$ cat config.mk
export PLATFORM = sky130hd
export DESIGN_NAME = stepper_half_step_sequencer_core
export DESIGN_NICKNAME = d
export VERILOG_FILES = /design/src/rtl/shs_pkg.sv /design/src/rtl/shs_in_stage.sv /design/src/rtl/shs_beat_count.sv /design/src/rtl/shs_seq_core.sv /design/src/rtl/stepper_half_step_sequencer_core.sv
export SDC_FILE = /design/constraint.sdc
export NUM_CORES = 1
export LEC_CHECK = 0
export BUFFER_PORTS_ARGS = -buffer_cell sky130_fd_sc_hd__buf_2
export CAP_MARGIN = 20
export CORE_MARGIN = 5
export CORE_UTILIZATION = 45
export CTS_CLUSTER_SIZE = 10
export DETAILED_ROUTE_END_ITERATION = 6
export GPL_TIMING_DRIVEN = 0
export PLACE_DENSITY = 0.72
export SETUP_SLACK_MARGIN = 0.05
export SLEW_MARGIN = 5
export SYNTH_ARGS = -nofsm -noshare
export SYNTH_HDL_FRONTEND = slang
export SYNTH_SLANG_ARGS = --single-unit
$ cat constraint.sdc
create_clock -name clk -period 16.7 [get_ports clk]
set_input_delay 3.34 -clock clk [delete_from_list [all_inputs] [get_ports clk]]
set_output_delay 3.34 -clock clk [all_outputs]
set_load 0.05 [all_outputs]
$ cat src/rtl/shs_pkg.sv
`timescale 1ns / 1ps

package shs_pkg;

    // default motor resolution in half-steps per revolution
    localparam int STEPS_PER_REV_DEF = 4076;
    localparam int DEG_PER_REV       = 360;

    // field and datapath widths
    localparam int ANGLE_W  = 16;
    localparam int BEAT_W   = 20;
    localparam int PHASE_W  = 3;
    localparam int COIL_W   = 4;
    localparam int TICK_W   = 8;
    localparam int WHOLE_W  = 8;   // steps per rev / 360, at most 255
    localparam int REM_W    = 9;   // steps per rev % 360, below 360
    localparam int AQ_W     = 24;  // angle * whole part
    localparam int FRAC_W   = 25;  // angle * remainder part
    localparam int FQ_W     = 16;  // (angle * remainder) / 360
    localparam int SUM_W    = 25;

    // reciprocal of 360, exact for every dividend below 2**FRAC_W
    localparam int RECIP_SHIFT = 34;
    localparam int RECIP_W     = 26;
    localparam longint RECIP_MULT_L =
        ((64'd1 << RECIP_SHIFT) + DEG_PER_REV - 1) / DEG_PER_REV;
    localparam logic [RECIP_W-1:0] RECIP_MULT = RECIP_W'(RECIP_MULT_L);

    localparam logic [BEAT_W-1:0] BEATS_MAX    = '1;
    localparam logic [TICK_W-1:0] TICKS_RESET  = 8'd3;

    // input item kinds
    localparam logic MODE_TICK = 1'b0;
    localparam logic MODE_MOVE = 1'b1;

    typedef struct packed {
        logic               mode;
        logic [ANGLE_W-1:0] angle;
        logic               direction;
    } step_in_t;

    typedef struct packed {
        logic [COIL_W-1:0] coils;
        logic              busy_res;
        logic              rejected;
    } step_out_t;

    // registered item with its precomputed partial products
    typedef struct packed {
        logic              vld;
        step_in_t          item;
        logic [AQ_W-1:0]   aq;
        logic [FRAC_W-1:0] ar;
    } shs_stage_t;

    // half-step coil pattern for a phase index
    function automatic logic [COIL_W-1:0] beat_pattern(input logic [PHASE_W-1:0] idx);
        logic [COIL_W-1:0] pat;
        case (idx)
            3'd0:    pat = 4'hE;
            3'd1:    pat = 4'hC;
            3'd2:    pat = 4'hD;
            3'd3:    pat = 4'h9;
            3'd4:    pat = 4'hB;
            3'd5:    pat = 4'h3;
            3'd6:    pat = 4'h7;
            3'd7:    pat = 4'h6;
            default: pat = 4'h0;
        endcase
        return pat;
    endfunction

endpackage

$ cat src/rtl/shs_in_stage.sv
`timescale 1ns / 1ps

module shs_in_stage
    import shs_pkg::*;
#(
    parameter int STEPS_PER_REV = STEPS_PER_REV_DEF
)
(
    input  logic       clk,
    input  logic       rst_n,
    input  logic       in_valid,
    output logic       in_ready,
    input  step_in_t   in_data,
    input  logic       take,
    output shs_stage_t stage
);

    localparam int WHOLE = STEPS_PER_REV / DEG_PER_REV;
    localparam int REM   = STEPS_PER_REV % DEG_PER_REV;
    localparam logic [WHOLE_W-1:0] WHOLE_C = WHOLE_W'(WHOLE);
    localparam logic [REM_W-1:0]   REM_C   = REM_W'(REM);

    logic              vld_reg;
    step_in_t          item_reg;
    logic [AQ_W-1:0]   aq_reg;
    logic [AQ_W-1:0]   aq_next;
    logic [FRAC_W-1:0] ar_reg;
    logic [FRAC_W-1:0] ar_next;
    logic              accept;

    // stage frees up when empty or when its item moves on
    assign in_ready = !vld_reg || take;
    assign accept   = in_valid && in_ready;

    // split angle * steps into whole-revolution and remainder parts
    assign aq_next = AQ_W'(in_data.angle) * AQ_W'(WHOLE_C);
    assign ar_next = FRAC_W'(in_data.angle) * FRAC_W'(REM_C);

    // valid flag
    always_ff @(posedge clk or negedge rst_n)
    begin
        if (!rst_n)
        begin
            vld_reg <= 1'b0;
        end
        else if (accept)
        begin
            vld_reg <= 1'b1;
        end
        else if (take)
        begin
            vld_reg <= 1'b0;
        end
    end

    // payload capture
    always_ff @(posedge clk)
    begin
        if (accept)
        begin
            item_reg <= in_data;
            aq_reg   <= aq_next;
            ar_reg   <= ar_next;
        end
    end

    assign stage.vld  = vld_reg;
    assign stage.item = item_reg;
    assign stage.aq   = aq_reg;
    assign stage.ar   = ar_reg;

endmodule

$ cat src/rtl/shs_beat_count.sv
`timescale 1ns / 1ps

module shs_beat_count
    import shs_pkg::*;
(
    input  logic              clk,
    input  logic              load,
    input  logic [AQ_W-1:0]   aq,
    input  logic [FRAC_W-1:0] ar,
    output logic [BEAT_W-1:0] target
);

    logic [FRAC_W+RECIP_W-1:0] recip_prod;
    logic [FQ_W-1:0]           frac_reg;
    logic [FQ_W-1:0]           frac_next;
    logic [AQ_W-1:0]           aq_reg;
    logic [SUM_W-1:0]          sum;
    logic [BEAT_W-1:0]         target_reg;
    logic [BEAT_W-1:0]         target_next;

    // remainder part divided by 360 through the reciprocal
    assign recip_prod = (FRAC_W+RECIP_W)'(ar) * (FRAC_W+RECIP_W)'(RECIP_MULT);
    assign frac_next  = recip_prod[RECIP_SHIFT +: FQ_W];

    // capture on an accepted move command
    always_ff @(posedge clk)
    begin
        if (load)
        begin
            frac_reg <= frac_next;
            aq_reg   <= aq;
        end
    end

    // total beat count, saturated to the counter width
    assign sum         = SUM_W'(aq_reg) + SUM_W'(frac_reg);
    assign target_next = (sum > SUM_W'(BEATS_MAX)) ? BEATS_MAX : sum[BEAT_W-1:0];

    always_ff @(posedge clk)
    begin
        target_reg <= target_next;
    end

    assign target = target_reg;

endmodule

$ cat src/rtl/shs_seq_core.sv
`timescale 1ns / 1ps

module shs_seq_core
    import shs_pkg::*;
#(
    parameter int STEPS_PER_REV = STEPS_PER_REV_DEF
)
(
    input  logic              clk,
    input  logic              rst_n,
    input  shs_stage_t        stage,
    input  logic [BEAT_W-1:0] target,
    input  logic              cfg_we,
    input  logic [TICK_W-1:0] cfg_data,
    output logic              take,
    output logic              load,
    output logic              out_valid,
    input  logic              out_ready,
    output step_out_t         out_data
);

    // smallest angle that yields at least one beat
    localparam int ANGLE_MIN = (DEG_PER_REV + STEPS_PER_REV - 1) / STEPS_PER_REV;
    localparam logic [ANGLE_W-1:0] ANGLE_MIN_C = ANGLE_W'(ANGLE_MIN);

    logic [TICK_W-1:0]  tpb_reg;
    logic [BEAT_W-1:0]  done_reg, done_next;
    logic [PHASE_W-1:0] phase_reg, phase_next;
    logic [TICK_W-1:0]  hold_reg, hold_next;
    logic               moving_reg, moving_next;
    logic [COIL_W-1:0]  coil_reg, coil_next;
    logic               left_reg, left_next;
    logic               rej;
    logic               res_vld_reg;
    step_out_t          res_reg;
    logic [TICK_W-1:0]  ticks_eff;
    logic [PHASE_W-1:0] phase_step;

    // item moves to the result register when that register is free
    assign take = stage.vld && (!res_vld_reg || out_ready);
    assign load = take && (stage.item.mode == MODE_MOVE) && !moving_reg;

    // a zero hold setting behaves as one tick
    assign ticks_eff  = (tpb_reg == '0) ? TICK_W'(1) : tpb_reg;
    assign phase_step = left_reg ? (phase_reg + PHASE_W'(1)) : (phase_reg - PHASE_W'(1));

    // sequencer state update for one transaction
    always_comb
    begin
        done_next   = done_reg;
        phase_next  = phase_reg;
        hold_next   = hold_reg;
        moving_next = moving_reg;
        coil_next   = coil_reg;
        left_next   = left_reg;
        rej         = 1'b0;
        if (stage.item.mode == MODE_TICK)
        begin
            if (moving_reg)
            begin
                if (hold_reg != '0)
                begin
                    hold_next = hold_reg - TICK_W'(1);
                end
                else if ((done_reg == '0) || (done_reg < target))
                begin
                    phase_next = phase_step;
                    coil_next  = beat_pattern(phase_step);
                    done_next  = done_reg + BEAT_W'(1);
                    hold_next  = ticks_eff - TICK_W'(1);
                end
                else
                begin
                    coil_next   = '0;
                    moving_next = 1'b0;
                end
            end
        end
        else if (moving_reg)
        begin
            rej = 1'b1;
        end
        else
        begin
            done_next  = '0;
            phase_next = '0;
            hold_next  = '0;
            left_next  = stage.item.direction;
            if (stage.item.angle >= ANGLE_MIN_C)
            begin
                moving_next = 1'b1;
            end
            else
            begin
                coil_next   = '0;
                moving_next = 1'b0;
            end
        end
    end

    // configuration register
    always_ff @(posedge clk or negedge rst_n)
    begin
        if (!rst_n)
        begin
            tpb_reg <= TICKS_RESET;
        end
        else if (cfg_we)
        begin
            tpb_reg <= cfg_data;
        end
    end

    // sequencer state
    always_ff @(posedge clk or negedge rst_n)
    begin
        if (!rst_n)
        begin
            done_reg   <= '0;
            phase_reg  <= '0;
            hold_reg   <= '0;
            moving_reg <= 1'b0;
            coil_reg   <= '0;
            left_reg   <= 1'b0;
        end
        else if (take)
        begin
            done_reg   <= done_next;
            phase_reg  <= phase_next;
            hold_reg   <= hold_next;
            moving_reg <= moving_next;
            coil_reg   <= coil_next;
            left_reg   <= left_next;
        end
    end

    // result valid flag
    always_ff @(posedge clk or negedge rst_n)
    begin
        if (!rst_n)
        begin
            res_vld_reg <= 1'b0;
        end
        else if (take)
        begin
            res_vld_reg <= 1'b1;
        end
        else if (out_ready)
        begin
            res_vld_reg <= 1'b0;
        end
    end

    // result payload
    always_ff @(posedge clk)
    begin
        if (take)
        begin
            res_reg.coils    <= coil_next;
            res_reg.busy_res <= moving_next;
            res_reg.rejected <= rej;
        end
    end

    assign out_valid = res_vld_reg;
    assign out_data  = res_reg;

endmodule

$ cat src/rtl/stepper_half_step_sequencer_core.sv
`timescale 1ns / 1ps
// path: an accepted transaction passes the input register, then the result register,
// and can wait in either while the result side stalls
// throughput: one transaction per cycle unless the result side stalls
// reset: coils off, idle, hold setting three ticks; output empty
module stepper_half_step_sequencer_core
    import shs_pkg::*;
#(
    parameter int STEPS_PER_REV = STEPS_PER_REV_DEF
)
(
    input  logic              clk,
    input  logic              rst_n,
    input  logic              in_valid,
    output logic              in_ready,
    input  step_in_t          in_data,
    output logic              out_valid,
    input  logic              out_ready,
    output step_out_t         out_data,
    input  logic              cfg_valid,
    output logic              cfg_ready,
    input  logic [TICK_W-1:0] cfg_data
);

    shs_stage_t        stage;
    logic              take;
    logic              load;
    logic [BEAT_W-1:0] target;

    // configuration writes are always taken
    assign cfg_ready = 1'b1;

    // input register with partial products
    shs_in_stage #(
        .STEPS_PER_REV (STEPS_PER_REV)
    ) u_in_stage (
        .clk      (clk),
        .rst_n    (rst_n),
        .in_valid (in_valid),
        .in_ready (in_ready),
        .in_data  (in_data),
        .take     (take),
        .stage    (stage)
    );

    // beat count from the angle
    shs_beat_count u_beat_count (
        .clk    (clk),
        .load   (load),
        .aq     (stage.aq),
        .ar     (stage.ar),
        .target (target)
    );

    // sequencer and result register
    shs_seq_core #(
        .STEPS_PER_REV (STEPS_PER_REV)
    ) u_seq_core (
        .clk       (clk),
        .rst_n     (rst_n),
        .stage     (stage),
        .target    (target),
        .cfg_we    (cfg_valid && cfg_ready),
        .cfg_data  (cfg_data),
        .take      (take),
        .load      (load),
        .out_valid (out_valid),
        .out_ready (out_ready),
        .out_data  (out_data)
    );

endmodule

# After elaboration in Yosys (flattened, before gate mapping)
# Memories as Yosys holds them, arrays and structs flattened.
# Index checks and enable logic that the tools add are counted.
# totals
reg_bits,168
rom_bits,32
input_bits,31
out_inout_bits,9
word_cells,91
mem_count,1
# classes
n_addsub,6
multipliers,3
n_lt_le_gt_ge,3
eq_ne,2
muxes,34
bitwise,1
reduce_logical,21
# mem_list
memory,depth,word_bits,read_ports,rd_clocked_by_memory_dff,wr,line,source
(no name shown),8,4,1,0,0,shs_pkg.sv:59,case (idx)
# op_table
cell,count
$mux 20,5
$mux 8,6
$mul 21x26->47 const B,1
$gt 25x20->1 const B,1
$mux 4,6
$add 20x16->21,1
$mul 16x5->21 const B,1
$add 20x1->20 const B,1
$logic_not 20->1,1
$lt 20x20->1,1
$mul 16x4->20 const B,1
$mux 3,6
$ge 16x1->1 const B,1
$sub 8x1->8 const B,2
$mux 1,11
$logic_not 8->1,1
$reduce_bool 2->1,4
$reduce_bool 8->1,1
$reduce_and 5->1,1
$logic_and 1x1->1,4
$ne 2x2->1 const B,2
$reduce_and 4->1,1
$add 3x1->3 const B,1
$logic_not 1->1,3
other kinds (5),7

# Logic depth before layout (Yosys ltp)
# depth
word_depth,7
mapped_depth,23
mapped_depth_nobuf,23

# Cells and area by module
# Synthesis repeated with hierarchy kept, for this count alone.
# hier_totals
hier_cells,2041
hier_area_um2,20234.4
# modules_own_cells
module,instances,cells_per_inst,area_per_inst_um2,seq_area_each_um2
shs_beat_count,1,1141,11458.5,1601.5
shs_in_stage,1,520,5357.6,1706.6
shs_seq_core,1,378,3407.0,1333.8
stepper_half_step_sequencer_core,1,2,11.3,0.0

# Worst setup path before layout
# Ideal clock, no wire load.
# synth_timing
path_type,input port to output port
startpoint,input port out_ready
endpoint,output port in_ready
arrival_time_ps,3823
t_required_ps,13360
setup_slack_ps,9537
cell_stages,1
path_buffers,0
cell_sequence,nand3b_1
# synth_via
elab_chain_cells,3
# synth_lines
item,line,source
"start, declared",stepper_half_step_sequencer_core.sv:18,"input logic out_ready,"
$logic_or 1x1->1,shs_seq_core.sv:40,assign take = stage.vld && (!res_vld_reg || out_ready);
$logic_and 1x1->1,shs_seq_core.sv:40,
$logic_or 1x1->1,shs_in_stage.sv:32,assign in_ready = !vld_reg || take;
"end, declared",stepper_half_step_sequencer_core.sv:15,"output logic in_ready,"
# Every way passes these cells.

# Worst setup path in the final report
# Ends and elaborated chain as after synthesis.

==> results.yml <==
cts:
  cts_setup_buffers: 0
  hold_buffers: 0
  ctsResizeCount: 0
  clk_path_buf_depth: 2
  numCtsBuffers: 17
  cts.sinks: 164
  cts_tree: "built"
  clock_latency_ns: 0.44
  clock-root-buffer: "clkbuf_16"
  htree_num_levels: 4
  clk_pin_slew_ns: 0.06
logic_synthesis:
  synthCells: 1746
  synth_cell_types: 74
  syn_area_per_cell_um2: 10.2
  synthTopCellsByArea: "ha_1, fa_1, edfxtp_1, inv_1, dfrtp_1"
  synthArstFlopShare_pct: 28.7
  synthDominantCellAreaShare_pct: 22.3
  ys_ff_latch: 164
  synth_edf_count: 97
  synth_area_um2: 17800
  syn-num-nets: 2271
  synthFlopType: "edfxtp_1"
  synth_area_leader_cell: "ha_1"
  yosysWarningCount: 0
  ys_seq_area_share_pct: 25.3
final_layout:
  utilization_pct: 49.6
  multiInputGateArea_um2: 11700
  final_common_cell: "inv_1"
  regArea_um2: 4490
  instances_no_fill: 2338
  syn_to_final_growth_pct: 8.45
  fillers: 3417
  nNetsFinal: 2331
  layout_common_cells: "inv_1, ha_1, fa_1"
  drive_above_1_share_pct: 5.99
critical_path:
  cp-end-kind: "output port"
  worstSetupPathType: "in2out"
  crit_fanout: 3
  r2r_setup_slack_ns: 9.58
  start_kind: "input pin"
  reg2reg_from: "u_in_stage.ar_reg[13]$_DFFE_PP_"
  r2r-end: "u_beat_count.frac_reg[13]$_DFFE_PP_"
  r2r_cells: 20
  arrival_ns: 3.85
  critPathRequiredTime_ns: 13.36
timing:
  skew_ns: 0.0122
  final.period_utilization_pct: 43.1
  slew_violations: 0
  finalHoldViolCount: 0
  worst_slew_pin_slew_ns: 0.723
  relSlewSlack_pct: 51.4
  finalSetupViolCount: 0
  grt_setup_unrepaired: "no"
  final.setup.tns_ns: 0
  min_period_ns: 7.19
  fmax_mhz: 139
floorplanning:
  row_count: 72
  initial_core_util_pct: 45.7
  chipWidth_um: 209
  ioPinCount: 40
  die-area_um2: 43500
  core-area_um2: 38800
  die_y_um: 209
detailed_routing:
  route.vias.total: 12300
  vias_per_cell: 5.28
  wl_per_cell_um: 16.1
  drtPass1Iterations: 5
  route.antenna.remaining_nets: 0
  drt_iter0_markers: 566
  wl_um: 37700
  remaining_drc_errors: 0
global_route:
  grt.total_usage_pct: 18.0
  overflow: 0
  grt_pass1_wl_um: 64000
  antenna_found_initial: 0
  grt_pass1_vias: 13000
  grt_max_degree: 48
place:
  gp_congestion: 0.957
  dp.cells: 2304
  dpl.hpwl_um: 31700
  port-buffer-count: 37
run:
  maxCapViolCount: 0
min_path:
  hold_start: "u_in_stage.aq_reg[19]$_DFFE_PP_"
  hold_path.class: "reg2reg"
  hold_path_end: "u_beat_count.aq_reg[19]$_DFFE_PP_"
  holdPathStages: 0
outcome:
  status: "finished clean"
Yosys cell counts (5+ instances only):
master	instances
inv_1	393
ha_1	316
fa_1	178
edfxtp_1	97
a21oi_1	73
nor2_1	72
nand2_1	71
dfrtp_1	45
o21ai_0	45
nor3_1	38
a21o_1	35
xnor2_1	31
nand3_1	27
xor2_1	25
and3_1	23
dfxtp_1	20
o211ai_1	17
nand2b_1	16
nand4_1	15
a31oi_1	14
nor4_1	14
a211oi_1	13
clkbuf_1	12
mux2_2	12
nor2b_1	12
or3_1	9
o21a_1	8
o21bai_1	8
a22oi_1	7
mux2i_1	7
a221o_1	5
a22o_1	5
and2_1	5
o211a_1	5
or4_1	5
worst max-delay path by stage:
stage / startpoint / to / slack [ns] / cells after the start
after floorplan: out_ready / in_ready / 9.54 / 1
after global placement: in_data[4] / u_in_stage.ar_reg[21]$_DFFE_PP_ / 9.41 / 16
after detailed placement: in_data[4] / u_in_stage.ar_reg[21]$_DFFE_PP_ / 9.38 / 16
after CTS: out_ready / in_ready / 9.50 / 3
after global routing: u_in_stage.ar_reg[13]$_DFFE_PP_ / u_beat_count.frac_reg[13]$_DFFE_PP_ / 9.13 / 20
final: out_ready / in_ready / 9.51 / 3
kinds of logic after synthesis:
logic type | after synthesis | share of synthesized area (%)
other cells | 1 | 0.0211
xor+xnor | 56 | 2.76
buf+inv | 412 | 8.78
fa+ha+maj | 494 | 42.3
compound gates | 277 | 10.6
flops | 164 | 25.3
mux | 19 | 1.16
simple gates | 323 | 9.11
per-stage QoR:
step | hold WS (ns) | area [µm²] | setup slack (ns)
finish | 0.419 | 19300 | 9.51
global route | 0.435 | 19300 | 9.13
CTS | 0.422 | 19200 | 9.50
detailed placement | 0.405 | 18600 | 9.38
global placement | 0.408 | 18600 | 9.41
floorplan | 0.400 | 17800 | 9.54
critical path: stages:
cell      delay [ns]
buf_2           0.10
nand3b_1        0.17
buf_2           0.24
area by class of cell:
| class | count | share of cell area, % |
|---|---|---|
| Multi-Input combinational cell | 1170 | 60.9 |
| Timing Repair Buffer | 41 | 1.25 |
| Buffer | 18 | 0.409 |
| Tap cell | 518 | 3.36 |
| Inverter | 394 | 7.69 |
| Clock buffer | 21 | 2.51 |
| Clock inverter | 11 | 0.585 |
| Antenna cell | 1 | 0.0130 |
| Sequential cell | 164 | 23.3 |
routing by layer:
layer  vias to the layer above  track usage (%)  wire length (µm)
met5                         -                0                 0
met4                         0             5.72              1010
met3                        66             3.73              1780
met2                       261             31.7             19000
met1                      5994             22.2             16000
li1                       6014                -                 -
Power is left out: the tool's default activity adds up to more than one toggle a clock period on the data nets, which glitch-free logic cannot reach.
